File: src/design/rau_pkg.sv
// Package for the rational arithmetic unit: action codes and shared types.
// No dependencies.
package rau_pkg;

  typedef enum logic [2:0] {
    ACT_ADD = 3'd0,
    ACT_SUB = 3'd1,
    ACT_MUL = 3'd2,
    ACT_DIV = 3'd3,
    ACT_LT  = 3'd4,
    ACT_GT  = 3'd5,
    ACT_EQ  = 3'd6,
    ACT_NOP = 3'd7
  } action_t;

  // control between sequencer and divider
  typedef struct packed {
    logic start;
  } div_req_t;

  typedef struct packed {
    logic busy;
    logic done;
  } div_sts_t;

endpackage

File: src/design/rau_div.sv
// Shared iterative truncating divider, one quotient bit per cycle.
// Depends on rau_pkg.
module rau_div #(
  parameter int WIDTH = 32
) (
  input  logic                clk,
  input  logic                rst_n,
  input  rau_pkg::div_req_t   req,
  input  logic [WIDTH-1:0]    dividend,
  input  logic [WIDTH-1:0]    divisor,
  output rau_pkg::div_sts_t   sts,
  output logic [WIDTH-1:0]    quo,
  output logic [WIDTH-1:0]    rem
);
  import rau_pkg::*;

  localparam int CW = $clog2(WIDTH + 1);

  logic [WIDTH-1:0] q_r, q_nxt, d_r, d_nxt;
  logic [WIDTH:0]   p_r, p_nxt;
  logic [CW-1:0]    cnt_r, cnt_nxt;
  logic             busy_r, busy_nxt, done_r, done_nxt, qneg_r, qneg_nxt, rneg_r, rneg_nxt;
  logic [WIDTH:0]   shifted, diff;

  // magnitudes held as WIDTH-bit unsigned; most negative is fine unsigned
  always_comb begin
    q_nxt = q_r; d_nxt = d_r; p_nxt = p_r; cnt_nxt = cnt_r;
    busy_nxt = busy_r; done_nxt = 1'b0; qneg_nxt = qneg_r; rneg_nxt = rneg_r;
    shifted = {p_r[WIDTH-1:0], q_r[WIDTH-1]};
    diff = shifted - {1'b0, d_r};
    if (req.start) begin
      q_nxt = dividend[WIDTH-1] ? -dividend : dividend;
      d_nxt = divisor[WIDTH-1] ? -divisor : divisor;
      p_nxt = '0;
      cnt_nxt = CW'(WIDTH);
      busy_nxt = 1'b1;
      qneg_nxt = dividend[WIDTH-1] ^ divisor[WIDTH-1];
      rneg_nxt = dividend[WIDTH-1];
    end else if (busy_r) begin
      // restoring step
      if (!diff[WIDTH]) begin
        p_nxt = diff;
        q_nxt = {q_r[WIDTH-2:0], 1'b1};
      end else begin
        p_nxt = shifted;
        q_nxt = {q_r[WIDTH-2:0], 1'b0};
      end
      cnt_nxt = cnt_r - 1'b1;
      if (cnt_r == CW'(1)) begin
        busy_nxt = 1'b0;
        done_nxt = 1'b1;
      end
    end
  end

  always_ff @(posedge clk) begin
    if (!rst_n) begin
      busy_r <= 1'b0;
      done_r <= 1'b0;
      cnt_r  <= '0;
    end else begin
      busy_r <= busy_nxt;
      done_r <= done_nxt;
      cnt_r  <= cnt_nxt;
    end
    q_r <= q_nxt; d_r <= d_nxt; p_r <= p_nxt; qneg_r <= qneg_nxt; rneg_r <= rneg_nxt;
  end

  assign quo = qneg_r ? -q_r : q_r;
  assign rem = rneg_r ? -p_r[WIDTH-1:0] : p_r[WIDTH-1:0];
  assign sts.busy = busy_r;
  assign sts.done = done_r;

`ifndef SYNTH
  a_start_idle: assert property (@(posedge clk) disable iff (!rst_n)
    req.start |-> !busy_r) else $error("divider restarted while busy");
  a_done_after_busy: assert property (@(posedge clk) disable iff (!rst_n)
    done_r |-> $past(busy_r)) else $error("done without busy");
  a_not_both: assert property (@(posedge clk) disable iff (!rst_n)
    !(done_r && busy_r)) else $error("done while busy");
`endif
endmodule

File: src/design/rational_arithmetic_unit_top.sv
// Top level of the rational arithmetic unit: sequencer, shared multiplier,
// Euclid loop on the shared divider (rau_div). Depends on rau_pkg.
//
// One beat in, one beat out. Multiply, divide and compare actions form three
// products through one registered multiplier. Add and subtract then run
// Euclid's algorithm on the shared bit-serial divider, one remainder step per
// division and up to about 46 steps at 32 bits, followed by two more divisions
// for the reduction before the result beat. in_tready is high only while the
// unit is idle; the result waits in an output register and the next beat is
// accepted once it is taken.
module rational_arithmetic_unit_top #(
  parameter int WIDTH = 32
) (
  input  logic         clk,
  input  logic         rst_n,
  input  logic         in_tvalid,
  output logic         in_tready,
  // tdata: a_num[31:0], a_den[63:32], b_num[95:64], b_den[127:96]
  input  logic [127:0] in_tdata,
  // tuser: action[2:0]
  input  logic [2:0]   in_tuser,
  output logic         out_tvalid,
  input  logic         out_tready,
  // tdata: res_num[31:0], res_den[63:32], cmp_true[64], reduce_error[65], zeros
  output logic [71:0]  out_tdata
);
  import rau_pkg::*;

  typedef enum logic [3:0] {
    S_IDLE, S_P1, S_P2, S_P3, S_DEC, S_GSTART, S_GWAIT,
    S_RDEN, S_RDENW, S_RNUM, S_RNUMW, S_OUT
  } state_t;

  state_t state_r, state_nxt;
  logic [2:0]       act_r, act_nxt;
  logic [WIDTH-1:0] an_r, ad_r, bn_r, bd_r, an_nxt, ad_nxt, bn_nxt, bd_nxt;
  logic [WIDTH-1:0] p1_r, p2_r, p1_nxt, p2_nxt;
  logic [WIDTH-1:0] num_r, den_r, num_nxt, den_nxt;
  logic [WIDTH-1:0] ga_r, gb_r, ga_nxt, gb_nxt;
  logic             cmp_r, cmp_nxt, err_r, err_nxt;
  logic [WIDTH-1:0] ma, mb, prod_r;
  logic [WIDTH-1:0] prod_full;
  logic [WIDTH-1:0] dvd, dvs, quo, rem, g;
  div_req_t         dreq;
  div_sts_t         dsts;

  function automatic logic [WIDTH-1:0] trunc(input logic [31:0] x);
    logic [63:0] e;
    e = 64'($signed(x));
    return e[WIDTH-1:0];
  endfunction

  function automatic logic [31:0] ext32(input logic [WIDTH-1:0] x);
    logic [63:0] e;
    e = 64'($signed(x));
    return e[31:0];
  endfunction

  // shared multiplier, operands picked by state
  // multiply: an*bn, bn*ad (unused), then ad*bd; others: an*bd, bn*ad, then ad*bd or ad*bn
  always_comb begin
    ma = an_r; mb = bd_r;
    case (state_r)
      S_P1: begin ma = an_r; mb = (act_r == ACT_MUL) ? bn_r : bd_r; end
      S_P2: begin ma = bn_r; mb = ad_r; end
      S_P3: begin ma = ad_r; mb = (act_r == ACT_DIV) ? bn_r : bd_r; end
      default: begin ma = an_r; mb = bd_r; end
    endcase
  end
  assign prod_full = ma * mb;

  assign g = ga_r + gb_r;
  assign dreq.start = (state_r == S_GSTART && ga_r != '0 && gb_r != '0)
                      || state_r == S_RDEN || state_r == S_RNUM;
  always_comb begin
    dvd = ga_r; dvs = gb_r;
    case (state_r)
      S_RDEN: begin dvd = den_r; dvs = ga_r; end
      S_RNUM: begin dvd = num_r; dvs = ga_r; end
      default: begin dvd = ga_r; dvs = gb_r; end
    endcase
  end

  rau_div #(.WIDTH(WIDTH)) u_div (
    .clk(clk), .rst_n(rst_n), .req(dreq), .dividend(dvd), .divisor(dvs),
    .sts(dsts), .quo(quo), .rem(rem)
  );

  // sequencer
  always_comb begin
    state_nxt = state_r; act_nxt = act_r;
    an_nxt = an_r; ad_nxt = ad_r; bn_nxt = bn_r; bd_nxt = bd_r;
    p1_nxt = p1_r; p2_nxt = p2_r; num_nxt = num_r; den_nxt = den_r;
    ga_nxt = ga_r; gb_nxt = gb_r; cmp_nxt = cmp_r; err_nxt = err_r;
    case (state_r)
      S_IDLE: begin
        if (in_tvalid) begin
          act_nxt = in_tuser;
          an_nxt = trunc(in_tdata[31:0]);
          ad_nxt = trunc(in_tdata[63:32]);
          bn_nxt = trunc(in_tdata[95:64]);
          bd_nxt = trunc(in_tdata[127:96]);
          state_nxt = S_P1;
        end
      end
      S_P1: state_nxt = S_P2;
      S_P2: begin p1_nxt = prod_r; state_nxt = S_P3; end
      S_P3: begin p2_nxt = prod_r; state_nxt = S_DEC; end
      S_DEC: begin
        num_nxt = '0; den_nxt = '0; cmp_nxt = 1'b0; err_nxt = 1'b0;
        state_nxt = S_OUT;
        case (act_r)
          ACT_ADD, ACT_SUB: begin
            num_nxt = (act_r == ACT_ADD) ? p1_r + p2_r : p1_r - p2_r;
            den_nxt = prod_r;
            ga_nxt = prod_r;
            gb_nxt = (act_r == ACT_ADD) ? p1_r + p2_r : p1_r - p2_r;
            state_nxt = S_GSTART;
          end
          ACT_MUL: begin num_nxt = p1_r; den_nxt = prod_r; end
          ACT_DIV: begin num_nxt = p1_r; den_nxt = prod_r; end
          ACT_LT:  cmp_nxt = $signed(p1_r) < $signed(p2_r);
          ACT_GT:  cmp_nxt = $signed(p1_r) > $signed(p2_r);
          ACT_EQ:  cmp_nxt = p1_r == p2_r;
          default: ;
        endcase
      end
      S_GSTART: begin
        if (ga_r == '0 || gb_r == '0) begin
          ga_nxt = g;
          if (g == '0) begin
            err_nxt = 1'b1;
            state_nxt = S_OUT;
          end else begin
            state_nxt = S_RDEN;
          end
        end else begin
          state_nxt = S_GWAIT;
        end
      end
      S_GWAIT: begin
        if (dsts.done) begin
          ga_nxt = gb_r;
          gb_nxt = rem;
          state_nxt = S_GSTART;
        end
      end
      S_RDEN: state_nxt = S_RDENW;
      S_RDENW: if (dsts.done) begin den_nxt = quo; state_nxt = S_RNUM; end
      S_RNUM: state_nxt = S_RNUMW;
      S_RNUMW: if (dsts.done) begin num_nxt = quo; state_nxt = S_OUT; end
      S_OUT: if (out_tready) state_nxt = S_IDLE;
      default: state_nxt = S_IDLE;
    endcase
  end

  always_ff @(posedge clk) begin
    if (!rst_n) begin
      state_r <= S_IDLE;
    end else begin
      state_r <= state_nxt;
    end
    act_r <= act_nxt; an_r <= an_nxt; ad_r <= ad_nxt; bn_r <= bn_nxt; bd_r <= bd_nxt;
    p1_r <= p1_nxt; p2_r <= p2_nxt; num_r <= num_nxt; den_r <= den_nxt;
    ga_r <= ga_nxt; gb_r <= gb_nxt; cmp_r <= cmp_nxt; err_r <= err_nxt;
    prod_r <= prod_full;
  end

  assign in_tready  = (state_r == S_IDLE);
  assign out_tvalid = (state_r == S_OUT);
  assign out_tdata  = {6'd0, err_r, cmp_r, ext32(den_r), ext32(num_r)};

`ifndef SYNTH
  a_no_accept_busy: assert property (@(posedge clk) disable iff (!rst_n)
    (state_r != S_IDLE) |-> !in_tready) else $error("ready while busy");
  a_div_idle_on_start: assert property (@(posedge clk) disable iff (!rst_n)
    (state_r == S_GSTART || state_r == S_RDEN || state_r == S_RNUM) |-> !dsts.busy)
    else $error("divider busy at launch");
  a_err_only_arith: assert property (@(posedge clk) disable iff (!rst_n)
    (out_tvalid && err_r) |-> (act_r == ACT_ADD || act_r == ACT_SUB))
    else $error("reduce error on non-arith action");
  a_cmp_zero: assert property (@(posedge clk) disable iff (!rst_n)
    (out_tvalid && cmp_r) |-> (num_r == '0 && den_r == '0))
    else $error("compare result with nonzero fraction");
`endif
endmodule
File: config.mk
export PLATFORM = sky130hd
export DESIGN_NAME = rational_arithmetic_unit_top
export DESIGN_NICKNAME = d
export VERILOG_FILES = /design/src/design/rau_pkg.sv /design/src/design/rau_div.sv /design/src/design/rational_arithmetic_unit_top.sv
export SDC_FILE = /design/constraint.sdc
export NUM_CORES = 2
export LEC_CHECK = 0
export ABC_AREA = 1
export ABC_CLOCK_PERIOD_IN_PS = 24400
export BUFFER_PORTS_ARGS = -buffer_cell sky130_fd_sc_hd__buf_2
export CAP_MARGIN = 10
export CORE_MARGIN = 2
export CORE_UTILIZATION = 39
export CTS_CLUSTER_DIAMETER = 30
export CTS_CLUSTER_SIZE = 12
export DETAILED_ROUTE_END_ITERATION = 10
export GPL_ROUTABILITY_DRIVEN = 0
export PLACE_DENSITY = 0.63
export SETUP_SLACK_MARGIN = 0.05
export SLEW_MARGIN = 20
export SYNTH_ARGS = -nofsm -noshare
export SYNTH_HDL_FRONTEND = slang
export SYNTH_SLANG_ARGS = --single-unit
File: constraint.sdc
create_clock -name clk -period 24.4 [get_ports clk]
set_input_delay 2.44 -clock clk [delete_from_list [all_inputs] [get_ports clk]]
set_output_delay 2.44 -clock clk [all_outputs]
set_load 0.005 [all_outputs]
==> qor.yml <==
die:
  die_w_microns: 346
  rows: 125
  io_pins: 209
  die-area_sq_um: 120000
  die_h_microns: 346
  start_util_pct: 39.3
  core_sq_um: 116000
worst_setup_path:
  worstPathRequired_ns: 24.97
  crit_top_cell: "fa_1"
  crit_family: "adder cells"
  max_stage_delay_ns: 0.83
  worstPathArrival_ns: 10.74
  crit_slowest_cell: "inv_1"
  crit_fanout: 27
  critPathKind: "flip-flop to flip-flop"
  cp-start-kind: "flip-flop"
  cp-end-kind: "flip-flop"
  r2r.worst_path.cells: 30
  cp.depth: 30
  cp_num_buf_inv: 6
clock_network:
  cts_buffers: 102
  cts_buffer_depth: 3
  ctsHtreeMaxLevel: 3
  cts_resized: 0
  path_clk_slew_ns: 0.05
  clock-root-buffer: "clkbuf_16"
  cts_tree: "yes"
  numClockSinks: 467
  clk_latency_ns: 0.69
  cts_hold_buffers: 0
  post_cts_buffers: 0
final_layout:
  layout_common_cells: "nand2_1 (1189), inv_1 (953), nor2_1 (650)"
  area_growth_pct: 13.5
  drive_gt1_share_pct: 9.58
  seq_area_sq_um: 13300
  fin_util_pct: 44.6
  final_cells: 7472
  fin_nets: 6660
  multiInputGateArea_sq_um: 27900
  fill_cells: 11400
  final_common_cell: "nand2_1"
synthesis:
  netlist_instances: 5676
  ys_seq_area_share_pct: 29.1
  postSynthAreaPerCell_sq_um: 8.03
  synthArstFlopShare_pct: 0
  synth_edf_count: 391
  synth_area_sq_um: 45600
  synth_warnings: 0
  ys.flop_type: "edfxtp_1"
  synth.distinct_cells: 67
  ys_ff_latch: 467
grt:
  grt_most_used_layer: "met2"
  grt_use_met3_pct: 6.49
  grt_max_degree: 83
  grt_antenna_before_repair: 6
  grt_pass1_vias: 40700
  overflow: 0
  use_met1_pct: 32.0
  met2_usage_pct: 43.6
  grt_pass1_wl_mm: 247
  grt_usage_pct: 27.2
timing:
  finClkSkew_ns: 0.0645
  maxSlewHeadroom_pct: 14.7
  hold_viol_final: 0
  fin_setup_tns_ns: 0
  rsz0062_at_grt: "no"
  maxSlewViolCount: 0
  fmax_mhz: 98.4
  finalSetupViolCount: 0
  worst_pin_slew_ns: 1.27
  period_needed_ns: 10.16
  final.period_utilization_pct: 41.7
outcome:
  outcome: "completed"
detailed_routing:
  ant_nets: 0
  wl_per_cell_microns: 22.1
  wirelength_mm: 165
  drt-vias-per-instance: 5.47
  route.vias.total: 40900
  drc_errors: 0
  first_pass_iters: 8
  drt_iter0_drc: 3973
job:
  cap_viol_max_count: 0
placement:
  place_inst: 7278
  dp_hpwl_mm: 131
  portBuffers: 202
hold_path:
  hold_depth: 0
  min_path_type: "flip-flop to flip-flop"
cells in the mapped netlist (all sizes together), types with 2 or more instances:
cell / n / area share (%)
o211ai: 52 / 0.92
nor4: 31 / 0.43
nand3b: 9 / 0.15
a21o: 10 / 0.16
and3: 5 / 0.069
nand2: 1201 / 10
a31oi: 14 / 0.19
o41ai: 2 / 0.055
a21boi: 5 / 0.082
xnor2: 61 / 1.2
a211oi: 5 / 0.082
o21a: 11 / 0.18
a22oi: 28 / 0.46
o21ai: 276 / 3.1
buf: 68 / 0.83
edfxtp: 391 / 26
nand4: 35 / 0.49
nand3: 301 / 3.4
and2: 2 / 0.027
ha: 255 / 7.0
o22ai: 31 / 0.44
a21oi: 295 / 3.4
clkbuf: 125 / 1.0
xor2: 159 / 3.1
o21bai: 12 / 0.20
o2111ai: 2 / 0.038
inv: 974 / 8.0
clkinv: 8 / 0.066
o221ai: 40 / 0.80
dfxtp: 76 / 3.3
or2: 28 / 0.38
a221oi: 2 / 0.077
nor2: 682 / 5.8
o31ai: 7 / 0.12
fa: 412 / 18
nor3: 51 / 0.56
per-stage QoR:
step | hold slack, ns | worst slack, ns | cell area (sq um)
6_report | 0.446 | 14.24 | 51700
4_1_cts | 0.459 | 14.39 | 51700
5_1_grt | 0.476 | 13.64 | 51700
3_3_place_gp | 0.439 | 14.46 | 48200
3_5_place_dp | 0.447 | 14.32 | 48200
2_1_floorplan | 0.426 | 15.88 | 45600
area by class of cell:
type,instances,share of cell area (%)
Timing Repair Buffer,266,2.88
Clock inverter,77,1.51
Multi-Input combinational cell,4039,53.9
Antenna cell,1,0.00484
Clock buffer,116,5.30
Inverter,982,7.13
Sequential cell,467,25.6
Tap cell,1524,3.68
cell families after synthesis:
kind of cell | synth area share, %
AND/OR/NAND/NOR | 21.3
buffers and inverters | 9.95
AO/OA/AOI/OAI | 10.3
adder cells (fa/ha/maj) | 25.1
flip-flops | 29.1
XOR/XNOR | 4.23
other | 0.00823
multiplexers | 0.0220
state kept, by name, summed over array words and instances, names as in the netlist, 32 cells and up:
register   count
ad_r          32
an_r          32
bd_r          32
bn_r          32
den_r         32
ga_r          32
gb_r          32
num_r         32
p1_r          32
p2_r          32
prod_r        32
u_div.d_r     32
u_div.p_r     32
u_div.q_r     32
metal layers:
layer	up-vias	wire, microns	share of wire [%]
li1	18600	-	-
met1	19400	60200	36
met2	2266	73800	45
met3	590	16700	10
met4	6	14400	8.7
met5	-	43	0.026
path summary, 6_finish.rpt:
check,start,to,slack (ns)
setup / recovery,act_r[2]$_DFFE_PP_,prod_r[29]$_DFF_P_,14.24
hold / removal,prod_r[3]$_DFF_P_,p2_r[3]$_DFFE_PN_,0.45
setup reg to reg,act_r[2]$_DFFE_PP_,prod_r[29]$_DFF_P_,14.24
hold reg to reg,prod_r[3]$_DFF_P_,p2_r[3]$_DFFE_PN_,0.45
Power is not shown: default switching activity piles up to over one toggle a cycle in this logic, so the estimate is an artifact.
